$ cat src/rtl/core/assert_macros.svh
// Assertion helpers shared by the RTL of the core.
// Both take a label, a property expression and a message string.
`ifndef ASSERT_MACROS_SVH
`define ASSERT_MACROS_SVH

// Checked on every rising edge of clk_i, switched off while rst_ni is low.
`define ASSERT_RST(label, prop, msg) \
  label: assert property (@(posedge clk_i) disable iff (!rst_ni) (prop)) else $error(msg);

// Checked on every rising edge of clk_i, reset included.
`define ASSERT_ALWAYS(label, prop, msg) \
  label: assert property (@(posedge clk_i) (prop)) else $error(msg);

`endif

$ cat src/rtl/core/ipv4c_pkg.sv
`timescale 1ns / 1ps
// ----------------------------------------------------------------------------
// ipv4c_pkg
// Types and constants shared by the IPv4 receive frame classifier.
// ----------------------------------------------------------------------------
package ipv4c_pkg;

  localparam int unsigned CountW = 17;

  localparam logic [CountW-1:0] CountMax = '1;

  // Byte positions within the frame
  localparam logic [CountW-1:0] PosTypeHi  = 17'd12;
  localparam logic [CountW-1:0] PosTypeLo  = 17'd13;
  localparam logic [CountW-1:0] PosVerIhl  = 17'd14;
  localparam logic [CountW-1:0] PosTotHi   = 17'd16;
  localparam logic [CountW-1:0] PosTotLo   = 17'd17;
  localparam logic [CountW-1:0] PosProto   = 17'd23;
  localparam logic [CountW-1:0] PosDst0    = 17'd30;
  localparam logic [CountW-1:0] PosDst1    = 17'd31;
  localparam logic [CountW-1:0] PosDst2    = 17'd32;
  localparam logic [CountW-1:0] PosDst3    = 17'd33;

  localparam logic [7:0]  IhlMask       = 8'h0F;
  localparam logic [6:0]  EthHdrBytes   = 7'd14;
  localparam logic [CountW-1:0] MinFrameBytes = 17'd34;
  localparam logic [15:0] Ipv4Ethertype = 16'h0800;
  localparam logic [5:0]  MinIhlBytes   = 6'd20;

  typedef enum logic [1:0] {
    VERDICT_REJECT  = 2'd0,
    VERDICT_OTHER   = 2'd1,
    VERDICT_DELIVER = 2'd2
  } verdict_e;

  // Header fields as they stand once the current beat is captured
  typedef struct packed {
    logic [CountW-1:0] len;
    logic [15:0]       type_word;
    logic [3:0]        header_words;
    logic [15:0]       total_length;
    logic [7:0]        proto_field;
    logic [31:0]       dest_address;
  } hdr_t;

endpackage

$ cat src/rtl/core/ipv4c_hdr_track.sv
`timescale 1ns / 1ps
// ----------------------------------------------------------------------------
// ipv4c_hdr_track
// Frame byte counter and capture registers for the Ethernet and IPv4 header
// fields; presents the fields as updated by the current beat.
// ----------------------------------------------------------------------------
`include "assert_macros.svh"

module ipv4c_hdr_track (
  input  logic               clk_i,
  input  logic               rst_ni,
  input  logic               beat_valid_i,
  input  logic [7:0]         data_byte_i,
  input  logic               last_byte_i,
  output ipv4c_pkg::hdr_t    hdr_o
);

  logic [ipv4c_pkg::CountW-1:0] cnt_q, cnt_d, len;
  logic [15:0] type_q, type_d;
  logic [3:0]  ihl_q, ihl_d;
  logic [15:0] tot_q, tot_d;
  logic [7:0]  proto_q, proto_d;
  logic [31:0] dst_q, dst_d;

  // Saturate the count on very long frames
  assign len = (cnt_q == ipv4c_pkg::CountMax) ? cnt_q : cnt_q + 1'b1;

  always_comb begin
    type_d  = type_q;
    ihl_d   = ihl_q;
    tot_d   = tot_q;
    proto_d = proto_q;
    dst_d   = dst_q;
    unique case (cnt_q)
      ipv4c_pkg::PosTypeHi: type_d[15:8]  = data_byte_i;
      ipv4c_pkg::PosTypeLo: type_d[7:0]   = data_byte_i;
      ipv4c_pkg::PosVerIhl: ihl_d         = 4'(data_byte_i & ipv4c_pkg::IhlMask);
      ipv4c_pkg::PosTotHi:  tot_d[15:8]   = data_byte_i;
      ipv4c_pkg::PosTotLo:  tot_d[7:0]    = data_byte_i;
      ipv4c_pkg::PosProto:  proto_d       = data_byte_i;
      ipv4c_pkg::PosDst0:   dst_d[31:24]  = data_byte_i;
      ipv4c_pkg::PosDst1:   dst_d[23:16]  = data_byte_i;
      ipv4c_pkg::PosDst2:   dst_d[15:8]   = data_byte_i;
      ipv4c_pkg::PosDst3:   dst_d[7:0]    = data_byte_i;
      default: ;
    endcase
  end

  assign cnt_d = last_byte_i ? '0 : len;

  assign hdr_o = '{
    len:          len,
    type_word:    type_d,
    header_words: ihl_d,
    total_length: tot_d,
    proto_field:  proto_d,
    dest_address: dst_d
  };

  always_ff @(posedge clk_i or negedge rst_ni) begin
    if (!rst_ni) begin
      cnt_q   <= '0;
      type_q  <= '0;
      ihl_q   <= '0;
      tot_q   <= '0;
      proto_q <= '0;
      dst_q   <= '0;
    end else if (beat_valid_i) begin
      cnt_q   <= cnt_d;
      type_q  <= type_d;
      ihl_q   <= ihl_d;
      tot_q   <= tot_d;
      proto_q <= proto_d;
      dst_q   <= dst_d;
    end
  end

  `ASSERT_RST(a_cnt_restart, beat_valid_i && last_byte_i |=> cnt_q == '0,
              "byte count not cleared after frame end")
  `ASSERT_RST(a_cnt_step, beat_valid_i && !last_byte_i && cnt_q != ipv4c_pkg::CountMax
              |=> cnt_q == $past(cnt_q) + 1'b1, "byte count did not advance")

endmodule

$ cat src/rtl/core/ipv4_rx_frame_classifier_core.sv
`timescale 1ns / 1ps
// ----------------------------------------------------------------------------
// ipv4_rx_frame_classifier_core
// Classifies received Ethernet frames as rejected, IPv4 for another host,
// or IPv4 to deliver, with protocol and payload position.
// ----------------------------------------------------------------------------
// Usage:
//   in channel  : one frame byte per beat (data_byte_i), last_byte_i on the
//                 final byte. Frames follow each other with no gap needed.
//   out channel : one verdict beat per frame, issued from the final byte.
//                 Other bytes give no output beat.
//   cfg channel : writes local_ip_i, always ready; write it while idle.
// Timing: a byte waits in the input register, where its header field is
//   captured; as the final byte leaves it, its verdict is loaded into the
//   output register, which drives out_valid_o. One byte per cycle is
//   sustained unless a final byte is held by a waiting verdict.
// Stalls: while a verdict waits in the output register, bytes keep flowing
//   until the next final byte reaches the input register; it then holds
//   there and in_ready_o drops until the waiting verdict is taken.
// Reset: clears the byte counter, captured fields, local_ip and both valid
//   flags; no clearing pass is needed.
// ----------------------------------------------------------------------------
`include "assert_macros.svh"

module ipv4_rx_frame_classifier_core (
  input  logic        clk_i,
  input  logic        rst_ni,
  // configuration
  input  logic        cfg_valid_i,
  output logic        cfg_ready_o,
  input  logic [31:0] local_ip_i,
  // frame bytes
  input  logic        in_valid_i,
  output logic        in_ready_o,
  input  logic [7:0]  data_byte_i,
  input  logic        last_byte_i,
  // verdicts
  output logic        out_valid_o,
  input  logic        out_ready_i,
  output logic [1:0]  verdict_o,
  output logic [7:0]  protocol_o,
  output logic [6:0]  payload_offset_o,
  output logic [15:0] payload_length_o
);

  logic [31:0] local_ip_q;

  logic       s1_valid_q, s1_valid_d;
  logic [7:0] s1_data_q;
  logic       s1_last_q;
  logic       s1_adv;
  logic       in_accept;

  ipv4c_pkg::hdr_t hdr;

  logic [5:0]  ihl_bytes;
  logic [6:0]  off_bytes;
  logic [ipv4c_pkg::CountW-1:0] need_ihl, need_tot;
  logic        frame_ok;
  ipv4c_pkg::verdict_e verdict;

  logic        out_valid_q, out_valid_d;
  logic        out_load;
  ipv4c_pkg::verdict_e verdict_q;
  logic [7:0]  protocol_q;
  logic [6:0]  offset_q;
  logic [15:0] length_q;

  // --- configuration ---
  assign cfg_ready_o = 1'b1;

  always_ff @(posedge clk_i or negedge rst_ni) begin
    if (!rst_ni) begin
      local_ip_q <= '0;
    end else if (cfg_valid_i) begin
      local_ip_q <= local_ip_i;
    end
  end

  // --- input register ---
  // A final byte advances only when the output register can take its verdict
  assign s1_adv     = s1_valid_q && (!s1_last_q || !out_valid_q || out_ready_i);
  assign in_ready_o = !s1_valid_q || s1_adv;
  assign in_accept  = in_valid_i && in_ready_o;
  assign s1_valid_d = in_accept ? 1'b1 : (s1_adv ? 1'b0 : s1_valid_q);

  always_ff @(posedge clk_i or negedge rst_ni) begin
    if (!rst_ni) begin
      s1_valid_q <= 1'b0;
    end else begin
      s1_valid_q <= s1_valid_d;
    end
  end

  always_ff @(posedge clk_i) begin
    if (in_accept) begin
      s1_data_q <= data_byte_i;
      s1_last_q <= last_byte_i;
    end
  end

  ipv4c_hdr_track u_hdr_track (
    .clk_i        (clk_i),
    .rst_ni       (rst_ni),
    .beat_valid_i (s1_adv),
    .data_byte_i  (s1_data_q),
    .last_byte_i  (s1_last_q),
    .hdr_o        (hdr)
  );

  // --- verdict ---
  assign ihl_bytes = {hdr.header_words, 2'b00};
  assign off_bytes = ipv4c_pkg::EthHdrBytes + {1'b0, ihl_bytes};
  assign need_ihl  = {{(ipv4c_pkg::CountW-7){1'b0}}, off_bytes};
  assign need_tot  = {1'b0, hdr.total_length} + {{(ipv4c_pkg::CountW-7){1'b0}},
                                                  ipv4c_pkg::EthHdrBytes};

  assign frame_ok = (hdr.len >= ipv4c_pkg::MinFrameBytes)
                 && (hdr.type_word == ipv4c_pkg::Ipv4Ethertype)
                 && (ihl_bytes >= ipv4c_pkg::MinIhlBytes)
                 && (hdr.len >= need_ihl)
                 && (hdr.total_length >= {10'b0, ihl_bytes})
                 && (hdr.len >= need_tot);

  always_comb begin
    priority if (!frame_ok) begin
      verdict = ipv4c_pkg::VERDICT_REJECT;
    end else if (hdr.dest_address == local_ip_q) begin
      verdict = ipv4c_pkg::VERDICT_DELIVER;
    end else begin
      verdict = ipv4c_pkg::VERDICT_OTHER;
    end
  end

  // --- output register ---
  assign out_load    = s1_adv && s1_last_q;
  assign out_valid_d = out_load ? 1'b1 : (out_ready_i ? 1'b0 : out_valid_q);

  always_ff @(posedge clk_i or negedge rst_ni) begin
    if (!rst_ni) begin
      out_valid_q <= 1'b0;
    end else begin
      out_valid_q <= out_valid_d;
    end
  end

  always_ff @(posedge clk_i) begin
    if (out_load) begin
      verdict_q  <= verdict;
      protocol_q <= frame_ok ? hdr.proto_field : 8'd0;
      offset_q   <= frame_ok ? off_bytes : 7'd0;
      length_q   <= frame_ok ? hdr.total_length - {10'b0, ihl_bytes} : 16'd0;
    end
  end

  assign out_valid_o      = out_valid_q;
  assign verdict_o        = verdict_q;
  assign protocol_o       = protocol_q;
  assign payload_offset_o = offset_q;
  assign payload_length_o = length_q;

  `ASSERT_ALWAYS(a_stall_cause, !in_ready_o |-> s1_valid_q && s1_last_q && out_valid_q
                 && !out_ready_i, "input stalled without a waiting verdict")
  `ASSERT_RST(a_reject_zero, out_valid_o && verdict_o == ipv4c_pkg::VERDICT_REJECT
              |-> protocol_o == 8'd0 && payload_offset_o == 7'd0
              && payload_length_o == 16'd0, "rejected verdict carries field data")
  `ASSERT_RST(a_accept_offset, out_valid_o && verdict_o != ipv4c_pkg::VERDICT_REJECT
              |-> payload_offset_o >= 7'd34, "accepted verdict with short header")
  `ASSERT_RST(a_no_overwrite, out_valid_q && !out_ready_i |-> !out_load,
              "waiting verdict overwritten")

endmodule
$ cat config.mk
export PLATFORM = sky130hd
export DESIGN_NAME = ipv4_rx_frame_classifier_core
export DESIGN_NICKNAME = d
export VERILOG_FILES = /design/src/rtl/core/ipv4c_pkg.sv /design/src/rtl/core/ipv4c_hdr_track.sv /design/src/rtl/core/ipv4_rx_frame_classifier_core.sv
export VERILOG_INCLUDE_DIRS = /design/src /design/src/rtl/core
export SDC_FILE = /design/constraint.sdc
export NUM_CORES = 1
export LEC_CHECK = 0
export BUFFER_PORTS_ARGS = -buffer_cell sky130_fd_sc_hd__buf_2
export CORE_UTILIZATION = 46
export CTS_CLUSTER_SIZE = 12
export DETAILED_ROUTE_END_ITERATION = 8
export GPL_TIMING_DRIVEN = 0
export PLACE_DENSITY = 0.71
export SYNTH_ARGS = -nofsm -noshare
export SYNTH_HDL_FRONTEND = slang
export SYNTH_SLANG_ARGS = --single-unit
$ cat constraint.sdc
create_clock -name clk_i -period 11.65 [get_ports clk_i]
set_clock_uncertainty 0.15 [all_clocks]
set_input_delay 1.165 -clock clk_i [delete_from_list [all_inputs] [get_ports clk_i]]
set_output_delay 1.165 -clock clk_i [all_outputs]
set_load 0.03 [all_outputs]
* Word level (Yosys, flattened, before mapping)
Cells that the tools add are included.
** Operators by class
- $lt $le $gt $ge :: 5
- Equal/unequal tests :: 13
- Add/subtract/negate cells :: 4
- Reduce and logical (&&, ||, !) cells :: 16
- Multiplexer cells :: 17
** Operator list (count)
- == test 17 x 5 -> 1 bit, second input constant :: 5
- two-way mux 8 bit :: 9
- == test 17 x 4 -> 1 bit, second input constant :: 3
- == test 17 x 6 -> 1 bit, second input constant :: 2
- two-way mux 17 bit :: 2
- == test 32 bit :: 1
- adder 16 x 4 -> 17 bit, second input constant :: 1
- adder 17 x 1 -> 17 bit, second input constant :: 1
- == test 17 bit, second input constant :: 1
- >= comparator 17 bit :: 1
- >= comparator 17 x 6 -> 1 bit, second input constant :: 1
- >= comparator 17 x 7 -> 1 bit :: 1
- == test 16 x 12 -> 1 bit, second input constant :: 1
- >= comparator 16 x 6 -> 1 bit :: 1
- subtractor 16 x 6 -> 16 bit :: 1
- logical AND 1 bit :: 8
- adder 4 x 6 -> 7 bit, first input constant :: 1
- >= comparator 6 x 5 -> 1 bit, second input constant :: 1
- two-way mux 1 bit :: 4
- two-way mux 4 bit :: 1
- nonzero test 2 bit :: 2
- logical NOT 1 bit :: 3
- logical OR 1 bit :: 3
- two-way mux 2 bit :: 1
** Word-level totals
- Output and inout bits :: 36
- Input port bits :: 46
- Word-level logic and storage cells :: 70
- Register bits :: 169

* Longest topological paths before layout
Gate-level depths: netlist of run 1.
- Word-level depth :: 8
- Gate-level depth with buffers :: 22
- Mapped depth without buffers :: 20

* Cells and area by module
A second synthesis of run 1 with hierarchy kept.
** Unflattened totals
- Cells, all modules :: 830
- Area, all modules :: 9683.0 um2
** By module, submodules not included
- ipv4c_hdr_track :: area each 5217.5 um2, cells an instance 447, sequential area each 2327.2 um2, instances 1
- ipv4_rx_frame_classifier_core :: area each 4465.5 um2, cells an instance 383, sequential area each 2082.0 um2, instances 1

* Worst setup path before layout of run 1
Ideal clock, no wire load.
- Path type :: reg-to-reg
- From :: register u_hdr_track.cnt_q[1] in the netlist's numbering
- To :: register length_q[11], in the netlist payload_length_o[11], data pin
- Stages on the path, launching flop included :: 20
- Setup slack :: 7.263 ns
- Clock period less this slack :: 4.387 ns
- Arrival time :: 4.069 ns
- Path buffers :: 2
- Data required time :: 11.333 ns
- Cells stage by stage :: dfrtp_1 > inv_1 > ha_1 > nor4b_2 > nand4_1 > buf_2 > mux2i_1 > ha_1 > a21boi_1 > and2_1 > nand2_1 > xnor2_1 > mux2i_1 > ha_1 > nand4_1 > a31o_2 > a211oi_1 > o221ai_4 > buf_4 > a211oi_1
** Between the ends
- Word-level cells in the longest chain between the ends :: 8
- Elaborated cells between the ends (all ways) :: 27
- Those cells by class :: 4 x add/sub; 5 x order compare; 7 x eq/ne; 6 x mux; 5 x reduce/logical
** RTL lines
- start: declaration :: RTL line ipv4c_hdr_track.sv:18 : logic [ipv4c_pkg::CountW-1:0] cnt_q, cnt_d, len;
- start signal: assignment :: RTL line ipv4c_hdr_track.sv:69 : cnt_q <= cnt_d;
- parallel branches: the longest is 8 deep, another holds adder 16 x 4 -> 17 bit
- end signal: assignment :: RTL line ipv4_rx_frame_classifier_core.sv:152 : length_q <= frame_ok ? hdr.total_length - {10'b0, ihl_bytes} : 16'd0;
- end: declaration :: RTL line ipv4_rx_frame_classifier_core.sv:67 : logic [15:0] length_q;
Parallel ways; which one is timed is not known.
A chain may end at the register's enable or synchronous reset.

* Worst setup path in the final report of run 1
Same ends and word-level chain as after synthesis.

==> results of run 1 <==
## layer usage
metal / global-route usage / wire length (um)
met5: 0 / 0
met1: 0.338 / 12100
met4: 0.0830 / 550
met3: 0.0466 / 1350
met2: 0.412 / 12600
## how the worst max path moves through the flow
stage,from,end,cells past startpoint
final,u_hdr_track.cnt_q[1],payload_length_o[11],19
after global placement,u_hdr_track.cnt_q[1],payload_length_o[11],19
after detailed placement,u_hdr_track.cnt_q[1],payload_length_o[11],19
after global routing,u_hdr_track.cnt_q[1],payload_length_o[11],19
after CTS,u_hdr_track.cnt_q[1],payload_length_o[11],19
after floorplan,u_hdr_track.cnt_q[1],payload_length_o[11],19
## report_power, final
group	switching (uW)	total [uW]	leakage, uW	internal (uW)
Combinational	128	201	0.00264	73.1
Sequential	20.1	647	0.00207	627
Clock	256	570	0.000289	314
## worst max-delay path, cell delays in order, from the launching register on
cell and delay (ns):
dfrtp_1 0.45, inv_1 0.13, ha_1 0.23, nor4b_2 0.47, nand4_1 0.30, buf_2 0.31, mux2i_1 0.25, ha_1 0.34
a21boi_1 0.25, and2_1 0.25, nand2_1 0.08, xnor2_1 0.17, mux2i_1 0.13, ha_1 0.35, nand4_1 0.14, a31o_2 0.24
a211oi_1 0.39, o221ai_4 0.25, buf_4 0.23, a211oi_1 0.26
## logic make-up (layout without fill, tap and decap cells)
group	Yosys count	after routing	share of synthesized area
XOR/XNOR	68	68	0.0606
adder cells (fa/ha/maj)	34	34	0.0441
other	2	2	0.000765
multiplexers	110	110	0.122
buffers and inverters	97	208	0.0437
AND/OR/NAND/NOR	311	311	0.168
flip-flops	168	168	0.449
AO/OA/AOI/OAI	171	171	0.112
## cell type report
class	instances	area [sq um]	area share
plain buffers	61	294	0.0263
clock buffers	19	454	0.0406
clock inverters	13	136	0.0122
inverters	36	135	0.0121
multi-input cells	696	4980	0.446
flip-flops and latches	168	4410	0.394
well taps	275	344	0.0308
repair buffers	79	424	0.0379
## sequential cells by signal, summed over array words and instances, names as in the netlist
name / flops
local_ip_q: 32
out_valid_o: 1
payload_length_o: 16
payload_offset_o: 6
protocol_o: 8
s1_data_q: 8
s1_last_q: 1
s1_valid_q: 1
u_hdr_track.cnt_q: 17
u_hdr_track.dst_q: 32
u_hdr_track.ihl_q: 4
u_hdr_track.proto_q: 8
u_hdr_track.tot_q: 16
u_hdr_track.type_q: 16
verdict_o: 2
## layout by cell type, fill, tap and decap left out, types with 3 or more instances in the layout
master and count:
nor4_1 18, a22o_1 8, a31oi_1 5, clkbuf_1 37, nand3_1 23, a21o_1 5, a21oi_1 35, o22ai_1 12
a211oi_1 6, nand2_1 87, xnor2_1 38, nor2_1 77, and3_1 10, nor3_1 16, buf_6 3, xor2_1 30
buf_2 88, nor2b_1 10, o21ai_0 64, a2111oi_2 3, and4_1 8, mux2i_1 38, o211ai_1 5, dfrtp_1 127
inv_1 34, nor4b_1 4, nand4b_1 3, mux2_2 71, ha_1 33, nand4_1 17, nand2b_1 7, and2_1 6
edfxtp_1 41, buf_4 9, inv_6 5, nor4_4 5, o21a_1 3, clkbuf_16 18
## through the flow
stage	util	hold slack (ns)
global route	0.534	0.363
global placement	0.504	0.308
detailed placement	0.505	0.322
finish	0.534	0.335
floorplan	-	0.292
CTS	0.534	0.336
==> flow_metrics.env, run 1 <==
export IMPL_setup_slack_ns=6.08
export IMPL_cp_data_arrival_time_ns=5.65
export IMPL_worstReg2RegEnd="payload_length_o[11]"
export IMPL_setup_viol=0
export IMPL_finalHoldViolCount=0
export IMPL_grt_pass1_vias=7679
export IMPL_slew_violations=0
export IMPL_syn_inst=961
export IMPL_die_area_sq_um=21900
export IMPL_r2r_start="u_hdr_track.cnt_q[1]"
export IMPL_diodes=0
export IMPL_endpoint_kind="flop"
export IMPL_dp_hpwl_mm=19.5
export IMPL_die_w_um=148
export IMPL_cts_tree="yes"
export IMPL_async_flop_share=0.756
export IMPL_postCtsSetupBuffers=0
export IMPL_syn_area_sq_um=9820
export IMPL_clk_pin_slew_worst_paths_ns=0.07
export IMPL_insertion_delay_ns=0.43
export IMPL_vias=7767
export IMPL_dpl_cell_area_sq_um=10600
export IMPL_period_share=0.478
export IMPL_rsz0062_at_grt="false"
export IMPL_firstDrtPassIters=6
export IMPL_cts_resized=0
export IMPL_place_ws_ns=6.13
export IMPL_pin_count=82
export IMPL_finalSetupTns_ns=0
export IMPL_die_h_um=148
export IMPL_ant_nets=0
export IMPL_fill_cells=1921
export IMPL_drive_above_1_share=0.215
export IMPL_r2r_slack_ns=6.08
export IMPL_first_iter_violations=636
export IMPL_min_delay_start="u_hdr_track.type_q[11]"
export IMPL_yosys_warnings=0
export IMPL_postCtsHoldBufs=0
export IMPL_clockRootBuffer="clkbuf_16"
export IMPL_final_area_sq_um=11200
export IMPL_synth_ff_latch_count=168
export IMPL_period_needed_ns=5.57
export IMPL_status="finished clean"
export IMPL_leakage_uw=0.00500
export IMPL_nets=1139
export IMPL_synthDominantCellAreaShare=0.324
export IMPL_dp_cells=1315
export IMPL_antenna_found_initial=0
export IMPL_worst_pin_slew_ns=1.20
export IMPL_hold_path_cell_count=2
export IMPL_power_uw=1420
export IMPL_io_buffers=78
export IMPL_syn_area_per_cell_sq_um=10.2
export IMPL_ir_drop_mv=0.0811
export IMPL_fmax_mhz=180
export IMPL_ys_flop_type="dfrtp_1"
export IMPL_clock_sinks=168
export IMPL_synth_edf_count=41
export IMPL_slew_headroom=0.198
export IMPL_yosysMostFrequentCell="dfrtp_1"
export IMPL_critical_path_max_fanout=10
export IMPL_crit_type="reg2reg"
export IMPL_wl_mm=26.6
export IMPL_maxCapViolations=0
export IMPL_fin_cells=1347
export IMPL_fp_coreArea_sq_um=21000
export IMPL_gp_congestion=0.945
export IMPL_synthToLayoutAreaGrowth_pct=13.8
export IMPL_cp_required_ns=11.73
export IMPL_wire_per_inst_um=19.7
export IMPL_cts_made_buffers=17
export IMPL_grt_pass1_wl_mm=42.0
export IMPL_synth_area_top_cells="dfrtp_1, edfxtp_1, mux2_2, ha_1, mux2i_1"
export IMPL_hold_class="reg2reg"
export IMPL_viasPerCell=5.77
export IMPL_r2r_cells=19
export IMPL_grt_use_total=0.252
export IMPL_grt_max_degree=90
export IMPL_synth_area_leader_cell="dfrtp_1"
export IMPL_netlist_cell_type_count=74
export IMPL_cp_start_kind="flop"
export IMPL_placementRows=53
export IMPL_min_to="u_hdr_track.type_q[11]"
export IMPL_grt_overflow=0
export IMPL_clk_path_buf_depth=2
export IMPL_cts_max_level=4
export IMPL_p_per_area_nw_per_um2=127
export IMPL_floorplan_initialDensity=0.469
export IMPL_drc=0
export IMPL_synth_yosys_seq_area_share=0.449
export IMPL_yosys_top_cells_count="dfrtp_1, nand2_1, nor2_1"
export IMPL_syn_num_nets=1041
Note: power is estimated with default switching activity, not from simulation.
==> inputs of run 2 (changes only) <==
--- a/config.mk
+++ b/config.mk
@@ -6,12 +6,13 @@
 export SDC_FILE = /design/constraint.sdc
 export NUM_CORES = 1
 export LEC_CHECK = 0
+export ABC_AREA = 1
 export BUFFER_PORTS_ARGS = -buffer_cell sky130_fd_sc_hd__buf_2
 export CORE_UTILIZATION = 46
 export CTS_CLUSTER_SIZE = 12
 export DETAILED_ROUTE_END_ITERATION = 8
 export GPL_TIMING_DRIVEN = 0
-export PLACE_DENSITY = 0.71
+export PLACE_DENSITY = 0.73
 export SYNTH_ARGS = -nofsm -noshare
 export SYNTH_HDL_FRONTEND = slang
 export SYNTH_SLANG_ARGS = --single-unit
==> constraint.sdc (replaced) <==
create_clock -name clk_i -period 4.8 [get_ports clk_i]
set_clock_uncertainty 0.15 [all_clocks]
set_input_delay 0.48 -clock clk_i [delete_from_list [all_inputs] [get_ports clk_i]]
set_output_delay 0.48 -clock clk_i [all_outputs]
set_load 0.03 [all_outputs]
==> flow_metrics.env, run 2 <==
export IMPL_status="finished clean"
export IMPL_dpl_cell_area_sq_um=10900
export IMPL_wire_per_inst_um=15.7
export IMPL_synth_yosys_seq_area_share=0.433
export IMPL_synthToLayoutAreaGrowth_pct=14.4
export IMPL_power_uw=4660
export IMPL_yosysMostFrequentCell="nand2_1"
export IMPL_clk_pin_slew_worst_paths_ns=0.07
export IMPL_clock_sinks=168
export IMPL_fill_cells=2056
export IMPL_comb_power_share=0.304
export IMPL_drc=0
export IMPL_antenna_found_initial=0
export IMPL_grt_pass1_vias=8387
export IMPL_nets=1530
export IMPL_grt_overflow=0
export IMPL_syn_area_per_cell_sq_um=7.54
export IMPL_p_int_uw=2960
export IMPL_critical_path_max_fanout=10
export IMPL_cp_required_ns=4.95
export IMPL_cts_max_level=4
export IMPL_grt_util_met1=0.345
export IMPL_synth_area_leader_cell="dfrtp_1"
export IMPL_gp_congestion=0.909
export IMPL_syn_inst=1350
export IMPL_setup_viol=0
export IMPL_p_sw_uw=1700
export IMPL_largestRegisters="local_ip_q x32, u_hdr_track.dst_q x32, u_hdr_track.cnt_q x17"
export IMPL_met2_usage=0.397
export IMPL_dp_hpwl_mm=19.9
export IMPL_synth_ff_latch_count=168
export IMPL_use_met3=0.0409
export IMPL_grt_use_total=0.253
export IMPL_yosys_top_cells_count="nand2_1, inv_1, dfrtp_1"
export IMPL_fmax_mhz=218
export IMPL_syn_area_sq_um=10200
export IMPL_async_flop_share=0.756
export IMPL_firstDrtPassIters=5
export IMPL_p_sw_frac=0.364
export IMPL_endpoint_kind="flop"
export IMPL_period_needed_ns=4.59
export IMPL_fp_coreArea_sq_um=21800
export IMPL_die_area_sq_um=22700
export IMPL_ant_nets=0
export IMPL_yosys_warnings=0
export IMPL_pwr_share_clk=0.312
export IMPL_power_frac_seq=0.385
export IMPL_diodes=0
export IMPL_crit_type="reg2reg"
export IMPL_vias=9206
export IMPL_pin_count=82
export IMPL_ys_flop_type="dfrtp_1"
export IMPL_slew_violations=0
export IMPL_first_iter_violations=877
export IMPL_fin_cells=1743
export IMPL_worst_pin_slew_ns=1.17
export IMPL_ir_drop_mv=0.268
export IMPL_grt_pass1_wl_mm=43.4
export IMPL_hold_slack_ns=0.0555
export IMPL_floorplan_initialDensity=0.468
export IMPL_final_area_sq_um=11600
export IMPL_final_seq_area_sq_um=4410
export IMPL_maxCapViolations=0
export IMPL_grt_busiest_layer="met2"
export IMPL_finalHoldViolCount=0
export IMPL_postCtsSetupBuffers=0
export IMPL_die_w_um=151
export IMPL_slew_headroom=0.217
export IMPL_io_buffers=78
export IMPL_netlist_cell_type_count=40
export IMPL_dp_cells=1709
export IMPL_grt_max_degree=81
export IMPL_synth_area_top_cells="dfrtp_1, nand2_1, edfxtp_1, inv_1, o21ai_0"
export IMPL_period_share=0.957
export IMPL_clockRootBuffer="clkbuf_16"
export IMPL_cp_data_arrival_time_ns=4.75
export IMPL_placementRows=54
export IMPL_wl_mm=27.4
export IMPL_p_per_area_nw_per_um2=400
export IMPL_drive_above_1_share=0.137
export IMPL_multiInputGateArea_sq_um=4890
export IMPL_die_h_um=151
export IMPL_synth_edf_count=41
export IMPL_clk_path_buf_depth=2
export IMPL_most_common_layout_cells="nand2_1, inv_1, dfrtp_1, o21ai_0, nor2_1"
export IMPL_viasPerCell=5.28
export IMPL_insertion_delay_ns=0.44
export IMPL_cts_made_buffers=17
export IMPL_final_common_cell="nand2_1"
export IMPL_hold_class="in2reg"
export IMPL_synthDominantCellAreaShare=0.312
export IMPL_cts_tree="yes"
export IMPL_leakage_uw=0.00561
export IMPL_cp_start_kind="flop"
export IMPL_syn_num_nets=1430
[run 2: power by group through the flow]
stage / clock network, uW / logic [uW] / registers (uW)
after CTS: 1470 / 1370 / 1790
final: 1450 / 1420 / 1790
after floorplan: 0 / 997 / 1810
after global placement: 0 / 1310 / 1800
after detailed placement: 0 / 1350 / 1810
after global routing: 1520 / 1600 / 1820
[run 2: per-stage QoR]
stage | setup WS, ns | setup TNS (ns) | utilization
floorplan | 0.972 | 0 | -
CTS | 0.0162 | 0 | 0.532
finish | 0.206 | 0 | 0.535
global placement | 0.0939 | 0 | 0.502
detailed placement | 0.0375 | 0 | 0.503
global route | -0.0380 | -0.138 | 0.535
[run 2: layout make-up]
cell class,instances,share of cell area
Tap cell,280,0.0301
Timing Repair Buffer,81,0.0397
Clock buffer,19,0.0399
Inverter,170,0.0548
Clock inverter,13,0.0132
Sequential cell,168,0.379
Multi-Input combinational cell,962,0.420
Buffer,50,0.0231
[run 2: repair_timing]
| action | 4_1_cts | 5_1_grt |
|---|---|---|
| gates resized for setup | 1 | 9 |
| hold buffers | 1 | 0 |
| setup endpoints to repair | 2 | 32 |
| hold endpoints to repair | 47 | 0 |
| pin swaps | 0 | 1 |
[run 2: cell families after synthesis]
| kind of cell | count (synthesis) | share of synthesized area |
|---|---|---|
| xor gates and xnor gates | 35 | 0.0301 |
| DFF | 168 | 0.433 |
| adders and majority gates | 34 | 0.0426 |
| buffers and inverters | 220 | 0.0889 |
| AOI/OAI and AO/OA | 181 | 0.0957 |
| other | 2 | 0.000738 |
| and+or+nand+nor | 710 | 0.309 |
[run 2: per-layer routing]
metal | up-vias | share of wire
li1 | 4602 | -
met1 | 4252 | 0.45
met3 | 52 | 0.057
met4 | 0 | 0.033
met2 | 300 | 0.46
met5 | - | 0
[run 2: critical path, cell delays in order, from the launching register on]
cell and delay [ns]:
dfrtp_1 0.44, nor2_1 0.16, nand2_1 0.10, nor2_4 0.19
buf_6 0.18, buf_4 0.19, nand4_1 0.12, nand2_1 0.21
inv_2 0.10, ha_1 0.24, nand2_1 0.07, nand2_1 0.08
inv_1 0.09, nand3b_1 0.15, nor2_1 0.13, nor2_1 0.06
nor2_2 0.20, inv_1 0.07, ha_1 0.30, nand2_1 0.11
nor4_4 0.31, nand4_1 0.11, nand3_1 0.10, nor2_1 0.04
nor2_1 0.12, nand2_2 0.13, buf_6 0.20, nor2_2 0.09
[run 2: final timing paths]
kind	start	endpoint	slack, ns	cells after the start
max in group asynchronous	rst_ni	u_hdr_track.type_q[3]	3.33	3
hold / removal	data_byte_i[1]	s1_data_q[1]	0.06	1
min in group asynchronous	rst_ni	u_hdr_track.proto_q[6]	0.39	2
hold reg to reg	u_hdr_track.tot_q[4]	u_hdr_track.tot_q[4]	0.33	2
setup reg to reg	u_hdr_track.cnt_q[8]	payload_length_o[0]	0.21	27
setup / recovery	u_hdr_track.cnt_q[8]	payload_length_o[0]	0.21	27
==> inputs of run 3 (changes only) <==
--- a/config.mk
+++ b/config.mk
@@ -8,11 +8,13 @@
 export LEC_CHECK = 0
 export ABC_AREA = 1
 export BUFFER_PORTS_ARGS = -buffer_cell sky130_fd_sc_hd__buf_2
-export CORE_UTILIZATION = 46
+export CELL_PAD_IN_SITES_DETAIL_PLACEMENT = 2
+export CELL_PAD_IN_SITES_GLOBAL_PLACEMENT = 2
+export CORE_UTILIZATION = 32
 export CTS_CLUSTER_SIZE = 12
 export DETAILED_ROUTE_END_ITERATION = 8
 export GPL_TIMING_DRIVEN = 0
-export PLACE_DENSITY = 0.73
+export PLACE_DENSITY = 0.84
 export SYNTH_ARGS = -nofsm -noshare
 export SYNTH_HDL_FRONTEND = slang
 export SYNTH_SLANG_ARGS = --single-unit
==> flow_metrics.env, run 3 (synthesis gave the netlist of run 2 again) <==
export IMPL_leakage_uw=0.00565
export IMPL_ant_nets=0
export IMPL_viasPerCell=5.28
export IMPL_finalHoldViolCount=0
export IMPL_cts_max_level=4
export IMPL_p_per_area_nw_per_um2=405
export IMPL_grt_pass1_wl_mm=60.1
export IMPL_critical_path_max_fanout=19
export IMPL_drc=0
export IMPL_grt_busiest_layer="met2"
export IMPL_fmax_mhz=214
export IMPL_wl_mm=37.9
export IMPL_clock_sinks=168
export IMPL_maxCapViolations=0
export IMPL_gp_congestion=0.834
export IMPL_floorplan_initialDensity=0.329
export IMPL_placementRows=64
export IMPL_cts_tree="yes"
export IMPL_first_iter_violations=512
export IMPL_die_h_um=180
export IMPL_p_sw_frac=0.404
export IMPL_nets=1537
export IMPL_ir_drop_mv=0.274
export IMPL_diodes=0
export IMPL_clk_path_buf_depth=2
export IMPL_p_int_uw=2860
export IMPL_place_ws_ns=-0.312
export IMPL_cp_top_family="simple AND/OR/NAND/NOR gates"
export IMPL_slew_headroom=0.0698
export IMPL_pwr_share_clk=0.294
export IMPL_cp_start_kind="flop"
export IMPL_hold_slack_ns=0.0470
export IMPL_cp_required_ns=4.95
export IMPL_r2r_slack_ns=0.14
export IMPL_crit_type="reg2reg"
export IMPL_dpl_cell_area_sq_um=11100
export IMPL_endpoint_kind="flop"
export IMPL_cp_common_cell="nand2_1"
export IMPL_die_area_sq_um=32500
export IMPL_path_cells="nor2_1 -> nand2_1 -> nor2_4 -> buf_12 -> buf_6 -> nand4_1 -> nand2_2 -> nand2_1 -> nor2_1 -> nand2_1 -> nor2_2 -> nand2_1 -> xor2_1 -> inv_1 -> ha_1 -> nand2_1 -> nor4_4 -> nand4_1 -> nand3_1 -> nor2_1 -> nor2_2 -> nand2_4 -> buf_6 -> nor2_4"
export IMPL_grt_util_met1=0.297
export IMPL_firstDrtPassIters=4
export IMPL_critPathBufInv=4
export IMPL_slowest_stage="dfrtp_2"
export IMPL_cp_data_arrival_time_ns=4.82
export IMPL_pin_count=82
export IMPL_drive_above_1_share=0.147
export IMPL_insertion_delay_ns=0.45
export IMPL_final_common_cell="nand2_1"
export IMPL_dp_hpwl_mm=27.6
export IMPL_power_uw=4800
export IMPL_met2_usage=0.418
export IMPL_power_frac_seq=0.376
export IMPL_cts_made_buffers=17
export IMPL_setup_viol=0
export IMPL_status="finished clean"
export IMPL_largestRegisters="local_ip_q x32, u_hdr_track.dst_q x32, u_hdr_track.cnt_q x17"
export IMPL_fp_coreArea_sq_um=30900
export IMPL_vias=9849
export IMPL_grt_use_total=0.238
export IMPL_setup_slack_ns=0.137
export IMPL_most_common_layout_cells="nand2_1, inv_1, dfrtp_1, o21ai_0, nor2_1"
export IMPL_io_buffers=78
export IMPL_grt_pass1_vias=10700
export IMPL_synthToLayoutAreaGrowth_pct=16.4
export IMPL_period_needed_ns=4.66
export IMPL_grt_overflow=0
export IMPL_wire_per_inst_um=20.3
export IMPL_final_area_sq_um=11800
export IMPL_period_share=0.971
export IMPL_clockRootBuffer="clkbuf_16"
export IMPL_grt_max_degree=68
export IMPL_use_met3=0.0315
export IMPL_final_util=0.383
export IMPL_hold_class="in2reg"
export IMPL_slew_violations=0
export IMPL_comb_power_share=0.330
export IMPL_clk_pin_slew_worst_paths_ns=0.08
export IMPL_worst_pin_slew_ns=1.39
export IMPL_die_w_um=180
export IMPL_max_stage_delay_ns=0.45
export IMPL_p_sw_uw=1940
export IMPL_antenna_found_initial=0
-- run 3: layout make-up --
| cell class | count | area [sq um] |
|---|---|---|
| fillers | 3689 | 19100 |
| multi-input cells | 962 | 4940 |
| flip-flops and latches | 168 | 4410 |
| inverters | 170 | 638 |
| repair buffers | 89 | 502 |
| well taps | 396 | 495 |
| clock buffers | 17 | 425 |
| plain buffers | 49 | 270 |
| clock inverters | 15 | 154 |
-- run 3: per-layer routing --
metal  part of all wire  routed length [um]
met3              0.030                1140
met1               0.44               16700
met5                  0                   0
met4              0.028                1050
met2               0.50               19100
-- run 3: worst paths after layout --
kind	endpoint	cells past startpoint	from
min reg2reg	u_hdr_track.tot_q[12]	2	u_hdr_track.tot_q[12]
max	payload_length_o[1]	24	u_hdr_track.cnt_q[11]
min	s1_data_q[0]	1	data_byte_i[0]
min in group asynchronous	out_valid_o	2	rst_ni
max reg2reg	payload_length_o[1]	24	u_hdr_track.cnt_q[11]
max in group asynchronous	u_hdr_track.proto_q[3]	3	rst_ni
-- run 3: worst reg2reg max path, stage by stage, from the launching register on --
cell and delay [ns]:
dfrtp_2 0.45, nor2_1 0.14, nand2_1 0.10, nor2_4 0.26, buf_12 0.21, buf_6 0.18
nand4_1 0.23, nand2_2 0.19, nand2_1 0.08, nor2_1 0.14, nand2_1 0.16, nor2_2 0.18
nand2_1 0.09, xor2_1 0.17, inv_1 0.07, ha_1 0.32, nand2_1 0.11, nor4_4 0.29
nand4_1 0.17, nand3_1 0.13, nor2_1 0.06, nor2_2 0.15, nand2_4 0.13, buf_6 0.20
nor2_4 0.13
-- run 3: timing repair --
item	CTS	global route
hold buffers	1	0
endpoints found under the hold margin	66	0
pin swaps	2	10
setup endpoints to repair	32	32
gates resized for setup	9	19
buffers inserted	1	8
-- run 3: power by group through the flow --
stage / clock network (uW) / logic [uW] / registers (uW)
floorplan: 0 / 997 / 1810
global placement: 0 / 1380 / 1810
detailed placement: 0 / 1480 / 1830
CTS: 1430 / 1540 / 1800
global route: 1480 / 1760 / 1830
finish: 1410 / 1580 / 1810
-- run 3: metrics by stage --
stage	cells	setup TNS [ns]
6_report	1866	0
5_1_grt	1866	-1.25
4_1_cts	1858	0
3_5_place_dp	1825	-5.36
3_3_place_gp	1824	-0.138
2_1_floorplan	1350	0
